## config.mk

```make
export PLATFORM = sky130hd
export DESIGN_NAME = hpct_hash
export DESIGN_NICKNAME = d
export VERILOG_FILES = /design/src/rtl/hpct_pkg.sv /design/src/rtl/hpct_hash.sv
export SDC_FILE = /design/constraint.sdc
export NUM_CORES = 1
export LEC_CHECK = 0
export ABC_CLOCK_PERIOD_IN_PS = 9100
export CELL_PAD_IN_SITES_DETAIL_PLACEMENT = 1
export CELL_PAD_IN_SITES_GLOBAL_PLACEMENT = 1
export CORE_ASPECT_RATIO = 1.75
export CORE_MARGIN = 10
export CORE_UTILIZATION = 55
export CTS_BUF_LIST = sky130_fd_sc_hd__clkbuf_4 sky130_fd_sc_hd__clkbuf_8
export DETAILED_ROUTE_END_ITERATION = 6
export DONT_BUFFER_PORTS = 1
export PLACE_DENSITY_LB_ADDON = 0.1
export SLEW_MARGIN = 20
export SYNTH_ARGS = -nofsm -noshare
export SYNTH_HDL_FRONTEND = slang
export SYNTH_SLANG_ARGS = --single-unit
```

## constraint.sdc

```tcl
create_clock -name clk -period 9.1 [get_ports clk]
set_clock_uncertainty 0.2 [all_clocks]
set_input_delay 1.82 -clock clk [delete_from_list [all_inputs] [get_ports clk]]
set_output_delay 1.82 -clock clk [all_outputs]
set_load 0.03 [all_outputs]
```

## src/rtl/hpct_pkg.sv

```systemverilog
`default_nettype none
package hpct_pkg;
	localparam int SETS = 256;
	localparam int WAYS = 4;
	localparam int SET_W = $clog2(SETS);
	localparam int WAY_W = (WAYS > 1) ? $clog2(WAYS) : 1;
	localparam logic [31:0] DEFAULT_THRESHOLD = 32'd50;
	localparam logic [63:0] MIX_MUL = 64'hFF51AFD7ED558CCD;
	localparam int MIX_SHIFT = 33;
	localparam logic [10:0] TOTAL_MAX = 11'd2047;

	localparam logic [1:0] ACT_HIT = 2'd0;
	localparam logic [1:0] ACT_BLACK = 2'd1;

	// one way of a set as stored in the memory: key, count and flags
	typedef struct packed {
		logic [63:0] tag;
		logic [31:0] count;
		logic        valid;
		logic        black;
	} way_t;

	// request moving from the hash unit to the table
	typedef struct packed {
		logic [1:0]       action;
		logic [63:0]      pc;
		logic [SET_W-1:0] set_idx;
	} req_t;

	// result item
	typedef struct packed {
		logic [10:0] blacklist_total;
		logic [10:0] entry_total;
		logic        dropped;
		logic        found;
		logic        is_blacklisted;
		logic [31:0] hit_count;
		logic        triggered;
	} res_t;
endpackage
`default_nettype wire

```

## src/rtl/hpct_hash.sv

```systemverilog
`default_nettype none
// Address mixer: xor-shift, 64-bit multiply from three 32x32 partial products
// (high-by-high omitted), xor-shift, set mask. One request at a time.
module hpct_hash (
	input  wire logic              clk,
	input  wire logic              arst_n,
	input  wire logic              in_valid,
	output logic                   in_ready,
	input  wire logic [1:0]        action,
	input  wire logic [63:0]       pc,
	output logic                   out_valid,
	input  wire logic              out_ready,
	output hpct_pkg::req_t         out_req
);
	logic [1:0]  phase_q;
	logic [63:0] x_q;
	logic [1:0]  act_q;
	logic [63:0] pc_q;
	logic [63:0] lo_q;
	logic [31:0] cross_q;
	logic [63:0] prod;
	logic [63:0] mixed;
	logic [63:0] pp_a;
	logic [31:0] pp_b;

	localparam logic [1:0] PH_IDLE = 2'd0;
	localparam logic [1:0] PH_MUL1 = 2'd1;
	localparam logic [1:0] PH_MUL2 = 2'd2;
	localparam logic [1:0] PH_DONE = 2'd3;

	assign in_ready = (phase_q == PH_IDLE);
	assign out_valid = (phase_q == PH_DONE);

	// partial products; the high-by-high one never reaches the low 64 bits
	assign pp_a = {32'd0, x_q[31:0]} * {32'd0, hpct_pkg::MIX_MUL[31:0]};
	assign pp_b = x_q[63:32] * hpct_pkg::MIX_MUL[31:0];
	assign prod = lo_q + {cross_q, 32'd0};
	assign mixed = prod ^ (prod >> hpct_pkg::MIX_SHIFT);

	always_ff @(posedge clk or negedge arst_n) begin
		if (!arst_n) begin
			phase_q <= PH_IDLE;
		end else begin
			case (phase_q)
				PH_IDLE: if (in_valid) phase_q <= PH_MUL1;
				PH_MUL1: phase_q <= PH_MUL2;
				PH_MUL2: phase_q <= PH_DONE;
				PH_DONE: if (out_ready) phase_q <= PH_IDLE;
				default: phase_q <= PH_IDLE;
			endcase
		end
	end

	always_ff @(posedge clk) begin
		if (phase_q == PH_IDLE && in_valid) begin
			x_q <= pc ^ (pc >> hpct_pkg::MIX_SHIFT);
			act_q <= action;
			pc_q <= pc;
		end
		if (phase_q == PH_MUL1) begin
			lo_q <= pp_a;
			cross_q <= pp_b;
		end
		if (phase_q == PH_MUL2) begin
			cross_q <= cross_q + x_q[31:0] * hpct_pkg::MIX_MUL[63:32];
		end
		if (phase_q == PH_DONE && out_ready) begin
			x_q <= x_q;
		end
	end

	always_comb begin
		out_req.action = act_q;
		out_req.pc = pc_q;
		out_req.set_idx = mixed[hpct_pkg::SET_W-1:0];
	end
endmodule
`default_nettype wire

```

==> results.md, run 1 <==
- Via density: 5.43
- Fmax: 126 MHz
- Final core utilization: 58.5%
- Post-synth EDFFs: 133
- Final Wtd Congestion: 0.959
- Grt met3 use: 4.04%
- Final Cell Area: 19200 sq um
- Largest net degree at the start of global routing: 68
- IO Port Bufs: 0
- Area after DPL: 18800 sq um
- Setup Fix Bufs, Post-CTS: 0
- Max-Slew Margin vs Limit: 37.3%
- Reg-to-Reg End: lo_q[38]$_DFFE_PN_
- Clock tree buffer depth: 2
- Antenna cells: 0
- Total congestion overflow: 0
- Predominant post-synthesis flop cell: edfxtp_1
- IO Pins: 146
- First-pass GRT wire length: 79500 microns
- Yosys cell types: 44
- Worst-Margin Slew: 936 ps
- Fin crit period: 7950 ps
- Routed wire length: 52200 microns
- Final Cycle Share: 87.4%
- H-Tree Level Count: 4
- Synth area leaders: fa_1 (35%), edfxtp_1 (22%), ha_1 (20%)
- Iteration-0 DRC Markers: 403
- Final Slew Violations: 0
- Hold_buf cts: 0
- Max-cap violations: 0
- DIE HEIGHT: 261 microns
- Synthesis-stage register bit count: 135
- Hold path depth: 1
- CP startpoint: x_q[11]$_DFFE_PP_
- Clk slew on worst S/H paths: 110 ps
- Status: complete, no violations
- Row cnt: 88
- Hpwl dp: 46700 microns
- Worst-Skew Late Latency: 500 ps
- Avg Cell Area, Syn: 11.5 sq um
- Most area-hungry cell type in the Yosys netlist: fa_1
- GRT busiest layer: met2
- Resized Gates After CTS: 0
- Most numerous cell in the Yosys netlist: inv_1
- YS warnings: 0
- WHS Endpoint: phase_q[0]$_DFFE_PN0P_
- Global-route usage over all layers: 27.0%
- Router iterations before antenna repair: 4
- Post-route ant nets: 0
- Post-synthesis sequential area ratio: 22.2%
- Synth async-reset ratio: 1.48%
- Core area: 32800 sq um
- Worst setup EP type: flip-flop
- Worst Setup Start Kind: flip-flop
- Die Width: 158 microns
- R2r startpoint: x_q[11]$_DFFE_PP_
- Hold Path Origin: phase_q[0]$_DFFE_PN0P_
- Worst path arrival time: 8000 ps
- Crit path max fanout: 8
- CP Data Required Time: 9150 ps
- Grt met2 use: 51.4%
- TritonCTS clock tree: done
- GR Layer Usage met1: 25.3%
- Starting density of the core: 55.5%
- Setup TNS: 0 ps
- # DRC: 0
- Worst r2r path cells: 21
- Die area: 41100 sq um
- Total CTS buffers: 17
- Commonest cells in the netlist: inv_1 (563), fa_1 (322), ha_1 (288)
- Flop-to-flop setup slack: 1150 ps
- Initial antenna violation count: 0
- Crit Path Category: flip-flop to flip-flop
- RSZ-0062 raised after global routing: no
- Yosys top cell area share: 35.4%
- Area of the mapped netlist: 18200 sq um
- Number of global-route vias before repair: 13500
- Syn-to-layout area delta: 5.35%
- Clk root buf: clkbuf_8
- Syn Nets: 2262
- CTS Sinks: 135
- Proportion of layout cells with a drive suffix above 1: 2.97%
- Worst min path class: flip-flop to flip-flop
- Fin nets: 2285
- WL/cell: 25.8 microns
- Vias: 11000
- Post-Synthesis Cells: 1582
- Final Hold Viols: 0
- Final Setup Violations: 0
-- sequential cells by signal, indices dropped and copies added (netlist names) --
register / cells
cross_q: 9
lo_q: 17
phase_q: 2
x_q: 41
pc_q: 64
act_q: 2
-- cell type report --
class	count	area, sq um
multi-input combinational	883	12100
timing repair buffer	5	37.5
clock inverter	15	188
sequential	135	4040
inverter	563	2110
tap	405	507
fill	3490	13600
clock buffer	17	234
-- logic make-up after synthesis --
kind of cell / count (synthesis) / synth area share [%]
adder cells (fa/ha/maj): 610 / 55.2
AO/OA/AOI/OAI: 99 / 3.59
AND/OR/NAND/NOR: 48 / 1.26
multiplexers: 6 / 0.371
buffers and inverters: 564 / 11.6
XOR/XNOR: 120 / 5.77
flip-flops: 135 / 22.2
-- worst max path at each step --
stage,endpoint,slack [ps],depth (start not counted)
2_1_floorplan,x_q[0]$_DFFE_PP_,1860,2
4_1_cts,lo_q[38]$_DFFE_PN_,1210,21
3_3_place_gp,lo_q[38]$_DFFE_PN_,1390,21
3_5_place_dp,lo_q[38]$_DFFE_PN_,1240,21
5_1_grt,lo_q[38]$_DFFE_PN_,890,21
6_report,lo_q[38]$_DFFE_PN_,1150,21
-- through the flow --
| step | worst slack, ps | cells | hold WS [ps] |
|---|---|---|---|
| 2_1_floorplan | 1860 | 1582 | 328 |
| 5_1_grt | 886 | 2023 | 432 |
| 6_report | 1150 | 2023 | 398 |
| 3_3_place_gp | 1390 | 1991 | 362 |
| 3_5_place_dp | 1240 | 1991 | 370 |
| 4_1_cts | 1210 | 2023 | 396 |
-- per-layer routing --
layer	up-vias	share of wire, %
met5	-	0
met4	0	8.1
met3	134	3.5
met2	286	57
met1	5743	31
li1	4827	-
-- critical path, stage by stage, from the launching register on --
cell      delay, ps
edfxtp_1        770
ha_1            390
ha_1            390
inv_1           110
fa_1            530
fa_1            530
inv_1            60
fa_1            480
fa_1            540
fa_1            620
inv_1           110
fa_1            540
inv_1            40
ha_1            360
a21oi_1         280
o21ai_1         160
nor4_1          310
o211ai_1        460
a21boi_2        350
o21ai_1         110
a31oi_1         230
xnor2_1         100
-- layout by cell type (no fill, tap or decap), types with 7 or more instances in the layout --
cell type / Yosys / routed
fa_1: 322 / 322
clkbuf_8: 0 / 17
inv_1: 563 / 563
ha_1: 288 / 288
o21ai_0: 13 / 13
xnor2_1: 70 / 70
a21oi_1: 29 / 29
nand3_1: 7 / 7
a21o_1: 18 / 18
edfxtp_1: 133 / 133
nand2_1: 15 / 15
xor2_1: 50 / 50
nor2_1: 9 / 9
o21ai_1: 7 / 7
Power of run 1 is left out: the tool's default activity adds up to more than one toggle a clock period on the data nets, which glitch-free logic cannot reach.
==> run 2: changes to the inputs <==
Settings changed: ABC_AREA set to 1, CORE_UTILIZATION 55 to 54, RECOVER_POWER set to 25.
==> results.md, run 2 <==
- Iteration-0 DRC Markers: 565
- CTS Sinks: 135
- Final core utilization: 57.1%
- Post-Synthesis Cells: 1936
- WL/cell: 26.4 microns
- Flop-to-flop setup slack: 1580 ps
- Final Hold Viols: 0
- Final Setup Violations: 0
- Worst path arrival time: 7610 ps
- TritonCTS clock tree: done
- Reg-to-Reg End: lo_q[38]$_DFFE_PN_
- Yosys top cell area share: 33.1%
- Multi-input gate area: 13000 sq um
- Avg Cell Area, Syn: 10.1 sq um
- Die Width: 164 microns
- # DRC: 0
- Fmax: 133 MHz
- Die area: 44400 sq um
- Biggest register: pc_q
- Clk slew on worst S/H paths: 110 ps
- IO Port Bufs: 0
- Max-cap violations: 0
- Setup WS pre-CTS: 1500 ps
- Post-route ant nets: 0
- Post-synthesis adder-cell area fraction: 51.6%
- First-pass GRT wire length: 97000 microns
- Fin nets: 2635
- Fillers: 3996
- Most numerous cell in the Yosys netlist: inv_1
- XOR/XNOR Fraction of Synth Area: 3.64%
- Vias: 13300
- IO Pins: 146
- Setup TNS: 0 ps
- Max-Slew Margin vs Limit: 29.8%
- Proportion of layout cells with a drive suffix above 1: 4.12%
- Simple-Gate Fraction of Synth Area: 8.04%
- Status: complete, no violations
- Min setup slack post-route: 1580 ps
- Number of global-route vias before repair: 15900
- Placed Cells: 2406
- Clock tree buffer depth: 2
- Core area: 35800 sq um
- Clk root buf: clkbuf_8
- FF+latch area: 4040 sq um
- Setup Fix Bufs, Post-CTS: 0
- Crit Path Category: flip-flop to flip-flop
- Syn-to-layout area delta: 5.03%
- Worst-Margin Slew: 1050 ps
- Hpwl dp: 57900 microns
- Max FFs per register: 64
- CP Data Required Time: 9190 ps
- CP endpoint: lo_q[38]$_DFFE_PN_
- Largest family of logic cells by synthesized area: adder cells
- Fin crit period: 7520 ps
- Synth async-reset ratio: 1.48%
- Mux contribution to synthesized area: 0%
- Initial antenna violation count: 1
- Worst Setup Start Kind: flip-flop
- Post-synth EDFFs: 133
- Top Registers: pc_q (64), x_q (41), lo_q (17)
- Router iterations before antenna repair: 5
- R2r startpoint: x_q[4]$_DFFE_PP_
- CP startpoint: x_q[4]$_DFFE_PP_
- Worst-Skew Late Latency: 530 ps
- Commonest cells in the netlist: inv_1 (634), fa_1 (322), ha_1 (288)
- Crit path max fanout: 10
- H-Tree Level Count: 4
- Global-route usage over all layers: 30.2%
- Yosys cell types: 41
- Total congestion overflow: 0
- Worst r2r path cells: 21
- Via density: 5.44
- Hold_buf cts: 0
- RSZ-0062 raised after global routing: no
- Most area-hungry cell type in the Yosys netlist: fa_1
- Final Slew Violations: 0
- Synth area leaders: fa_1 (33%), edfxtp_1 (21%), ha_1 (19%)
- Largest net degree at the start of global routing: 67
- Most frequent cells in the layout: inv_1 (633), fa_1 (322), ha_1 (288), nand2_1 (204), edfxtp_1 (133)
- Synthesis-stage register bit count: 135
- Compound-Gate Fraction of Synth Area: 3.51%
- Row cnt: 92
- Worst setup EP type: flip-flop
- Syn Nets: 2616
- Worst min path class: flip-flop to flip-flop
- Total CTS buffers: 17
- Commonest non-fill, non-tap cell in the layout: inv_1
- DIE HEIGHT: 271 microns
- Final Cycle Share: 82.6%
- Starting density of the core: 54.4%
- Routed wire length: 64300 microns
- Resized Gates After CTS: 0
- YS warnings: 0
- Area of the mapped netlist: 19500 sq um
- Final Wtd Congestion: 1.02
- Post-Layout Cell Count: 2439
- Post-synthesis sequential area ratio: 20.8%
- Predominant post-synthesis flop cell: edfxtp_1
[run 2: cell types whose count changed in the layout (fill, tap and decap cells not counted), moves of 8 or more]
cell	previous run	this run
nand2_2	0	16
o21ai_0	13	24
nor2_1	9	38
inv_2	0	8
a21oi_1	29	59
nand2_1	15	204
xnor2_1	70	21
nand3_1	7	44
inv_1	563	633
a21o_1	18	7
xor2_1	50	60
[run 2: worst min-delay path by stage]
stage / from / endpoint / cells after the start
2_1_floorplan: phase_q[1]$_DFFE_PN0P_ / phase_q[1]$_DFFE_PN0P_ / 2
3_5_place_dp: phase_q[1]$_DFFE_PN0P_ / phase_q[1]$_DFFE_PN0P_ / 2
4_1_cts: phase_q[1]$_DFFE_PN0P_ / phase_q[1]$_DFFE_PN0P_ / 2
5_1_grt: phase_q[1]$_DFFE_PN0P_ / phase_q[1]$_DFFE_PN0P_ / 2
3_3_place_gp: phase_q[1]$_DFFE_PN0P_ / phase_q[1]$_DFFE_PN0P_ / 2
6_report: phase_q[1]$_DFFE_PN0P_ / phase_q[1]$_DFFE_PN0P_ / 2
[run 2: logic make-up (layout without fill, tap and decap cells)]
| family | Yosys count | in the layout |
|---|---|---|
| AOI/OAI and AO/OA | 119 | 119 |
| xor gates and xnor gates | 81 | 81 |
| adders and majority gates | 610 | 610 |
| buffers and inverters | 645 | 677 |
| DFF | 135 | 135 |
| other | 0 | 1 |
| and+or+nand+nor | 346 | 346 |
[run 2: final cells by class]
type	instances	area share, %
antenna	1	0.0122
clock buffer	17	1.14
clock inverter	15	0.667
inverter	643	11.8
multi-input combinational	1156	63.7
sequential	135	19.8
tap	470	2.88
timing repair buffer	2	0.0734
[run 2: critical path, stage by stage, from the launching register on]
cell	delay, ps
edfxtp_1	800
inv_1	270
fa_1	580
fa_1	450
fa_1	560
inv_1	70
fa_1	510
fa_1	520
fa_1	520
fa_1	550
inv_1	60
fa_1	560
inv_1	70
ha_1	380
a21oi_1	310
nand2_1	160
a21oi_1	130
o21ai_0	120
a21oi_1	230
nand3_1	110
nand2_1	60
nand2_1	50
[run 2: per-stage QoR]
stage               cell area, sq um  hold WS (ps)
floorplan                      19500           357
global placement               20100           379
detailed placement             20100           410
CTS                            20500           426
global route                   20500           480
finish                         20500           421
[run 2: routing by layer]
metal | part of all wire, % | GRT usage, % | up-vias
met5 | 0 | 0 | -
met4 | 10 | 25.8 | 0
met2 | 55 | 55.5 | 387
met3 | 3.3 | 4.59 | 230
li1 | - | - | 5872
met1 | 31 | 28.2 | 6781
Power of run 2 is left out for the same reason.
==> run 3: changes to the inputs <==
Settings changed: ABC_CLOCK_PERIOD_IN_PS 9100 to 7800.
Clock period 9.1 ns to 7.8 ns, I/O delays scaled along.
==> results.md, run 3 (synthesis gave the netlist of run 2 again) <==
- WL/cell: 26.6 microns
- H-Tree Level Count: 4
- Clock tree buffer depth: 2
- Die Width: 164 microns
- Worst-Margin Slew: 1050 ps
- Setup Fix Bufs, Post-CTS: 0
- Crit path max fanout: 6
- Fillers: 3993
- FF+latch area: 4040 sq um
- # DRC: 0
- Resized Gates After CTS: 0
- Worst Setup Start Kind: flip-flop
- Hpwl dp: 59100 microns
- Crit Path Category: flip-flop to flip-flop
- Starting density of the core: 54.4%
- Worst setup EP type: flip-flop
- First-pass GRT wire length: 97200 microns
- CP Data Required Time: 7890 ps
- Max FFs per register: 64
- Initial antenna violation count: 1
- Worst path arrival time: 7530 ps
- Final Wtd Congestion: 1.03
- Global-route usage over all layers: 30.5%
- Worst r2r path cells: 19
- R2r startpoint: x_q[6]$_DFFE_PP_
- Reg-to-Reg End: lo_q[40]$_DFFE_PN_
- Total CTS buffers: 17
- Via density: 5.41
- Hold Path Origin: phase_q[1]$_DFFE_PN0P_
- Core area: 35800 sq um
- IO Pins: 146
- Syn-to-layout area delta: 5.63%
- Max-cap violations: 0
- Router iterations before antenna repair: 5
- Final Hold Viols: 0
- Most frequent cells in the layout: inv_1 (633), fa_1 (322), ha_1 (288), nand2_1 (204), edfxtp_1 (133)
- WHS Endpoint: phase_q[1]$_DFFE_PN0P_
- Number of global-route vias before repair: 15900
- Final Cycle Share: 95.4%
- Hold path depth: 2
- Final Setup Violations: 0
- RSZ-0062 raised after global routing: no
- Total congestion overflow: 0
- TritonCTS clock tree: done
- DIE HEIGHT: 271 microns
- CTS Sinks: 135
- Clk root buf: clkbuf_8
- Iteration-0 DRC Markers: 586
- Hold_buf cts: 0
- Status: complete, no violations
- Worst-Skew Late Latency: 510 ps
- Max-Slew Margin vs Limit: 30.0%
- Biggest register: pc_q
- Routed wire length: 65300 microns
- Largest net degree at the start of global routing: 67
- Flop-to-flop setup slack: 360 ps
- Die area: 44400 sq um
- Clk slew on worst S/H paths: 110 ps
- Top Registers: pc_q (64), x_q (41), lo_q (17)
- Fmax: 134 MHz
- Commonest non-fill, non-tap cell in the layout: inv_1
- Fin nets: 2649
- IO Port Bufs: 0
- Final Slew Violations: 0
- Post-route ant nets: 0
- Fin crit period: 7440 ps
- Proportion of layout cells with a drive suffix above 1: 4.79%
- Setup TNS: 0 ps
- Worst min path class: flip-flop to flip-flop
- Row cnt: 92
- Vias: 13300
- Multi-input gate area: 13000 sq um
run 3: metal layers:
metal  track usage (%)  up-vias  routed length, microns
met3              4.55      208                    2100
met5                 0        -                       0
met1              27.8     6775                   20200
li1                  -     5899                       -
met4              23.5        0                    6030
met2              57.8      381                   36900
run 3: per-stage QoR:
stage / util [%] / setup slack, ps / hold slack, ps / instances / instance area, sq um
6_report: 57.5 / 362 / 415 / 2453 / 20600
3_5_place_dp: 56.4 / 431 / 408 / 2420 / 20200
4_1_cts: 57.5 / 407 / 424 / 2452 / 20600
3_3_place_gp: 56.4 / 467 / 377 / 2420 / 20200
2_1_floorplan: - / 1270 / 357 / 1936 / 19500
5_1_grt: 57.5 / 138 / 453 / 2453 / 20600
run 3: worst max-delay path: stages, from the launching register on:
cell	delay, ps
edfxtp_1	710
inv_1	260
fa_1	590
fa_1	460
fa_1	520
fa_1	540
fa_1	560
inv_1	60
fa_1	510
fa_1	540
fa_1	500
ha_1	450
a21oi_1	390
o21ai_0	220
nand2_1	100
nand3_1	80
a21oi_1	230
nand3_2	140
nand3_1	110
nand2_1	60
run 3: layout make-up:
cell class	instances	area share, %
Antenna cell	1	0.0122
Clock buffer	17	1.14
Clock inverter	15	0.742
Inverter	643	11.7
Multi-Input combinational cell	1156	63.3
Sequential cell	135	19.7
Tap cell	470	2.86
Timing Repair Buffer	16	0.566
run 3: worst max path at each step:
stage,start,end,depth (start not counted)
after floorplan,x_q[5]$_DFFE_PP_,lo_q[39]$_DFFE_PN_,21
after global placement,x_q[6]$_DFFE_PP_,lo_q[40]$_DFFE_PN_,19
after detailed placement,x_q[6]$_DFFE_PP_,lo_q[40]$_DFFE_PN_,19
after CTS,x_q[6]$_DFFE_PP_,lo_q[40]$_DFFE_PN_,19
after global routing,x_q[0]$_DFFE_PP_,lo_q[38]$_DFFE_PN_,23
final,x_q[6]$_DFFE_PP_,lo_q[40]$_DFFE_PN_,19
Power of run 3 is left out for the same reason.
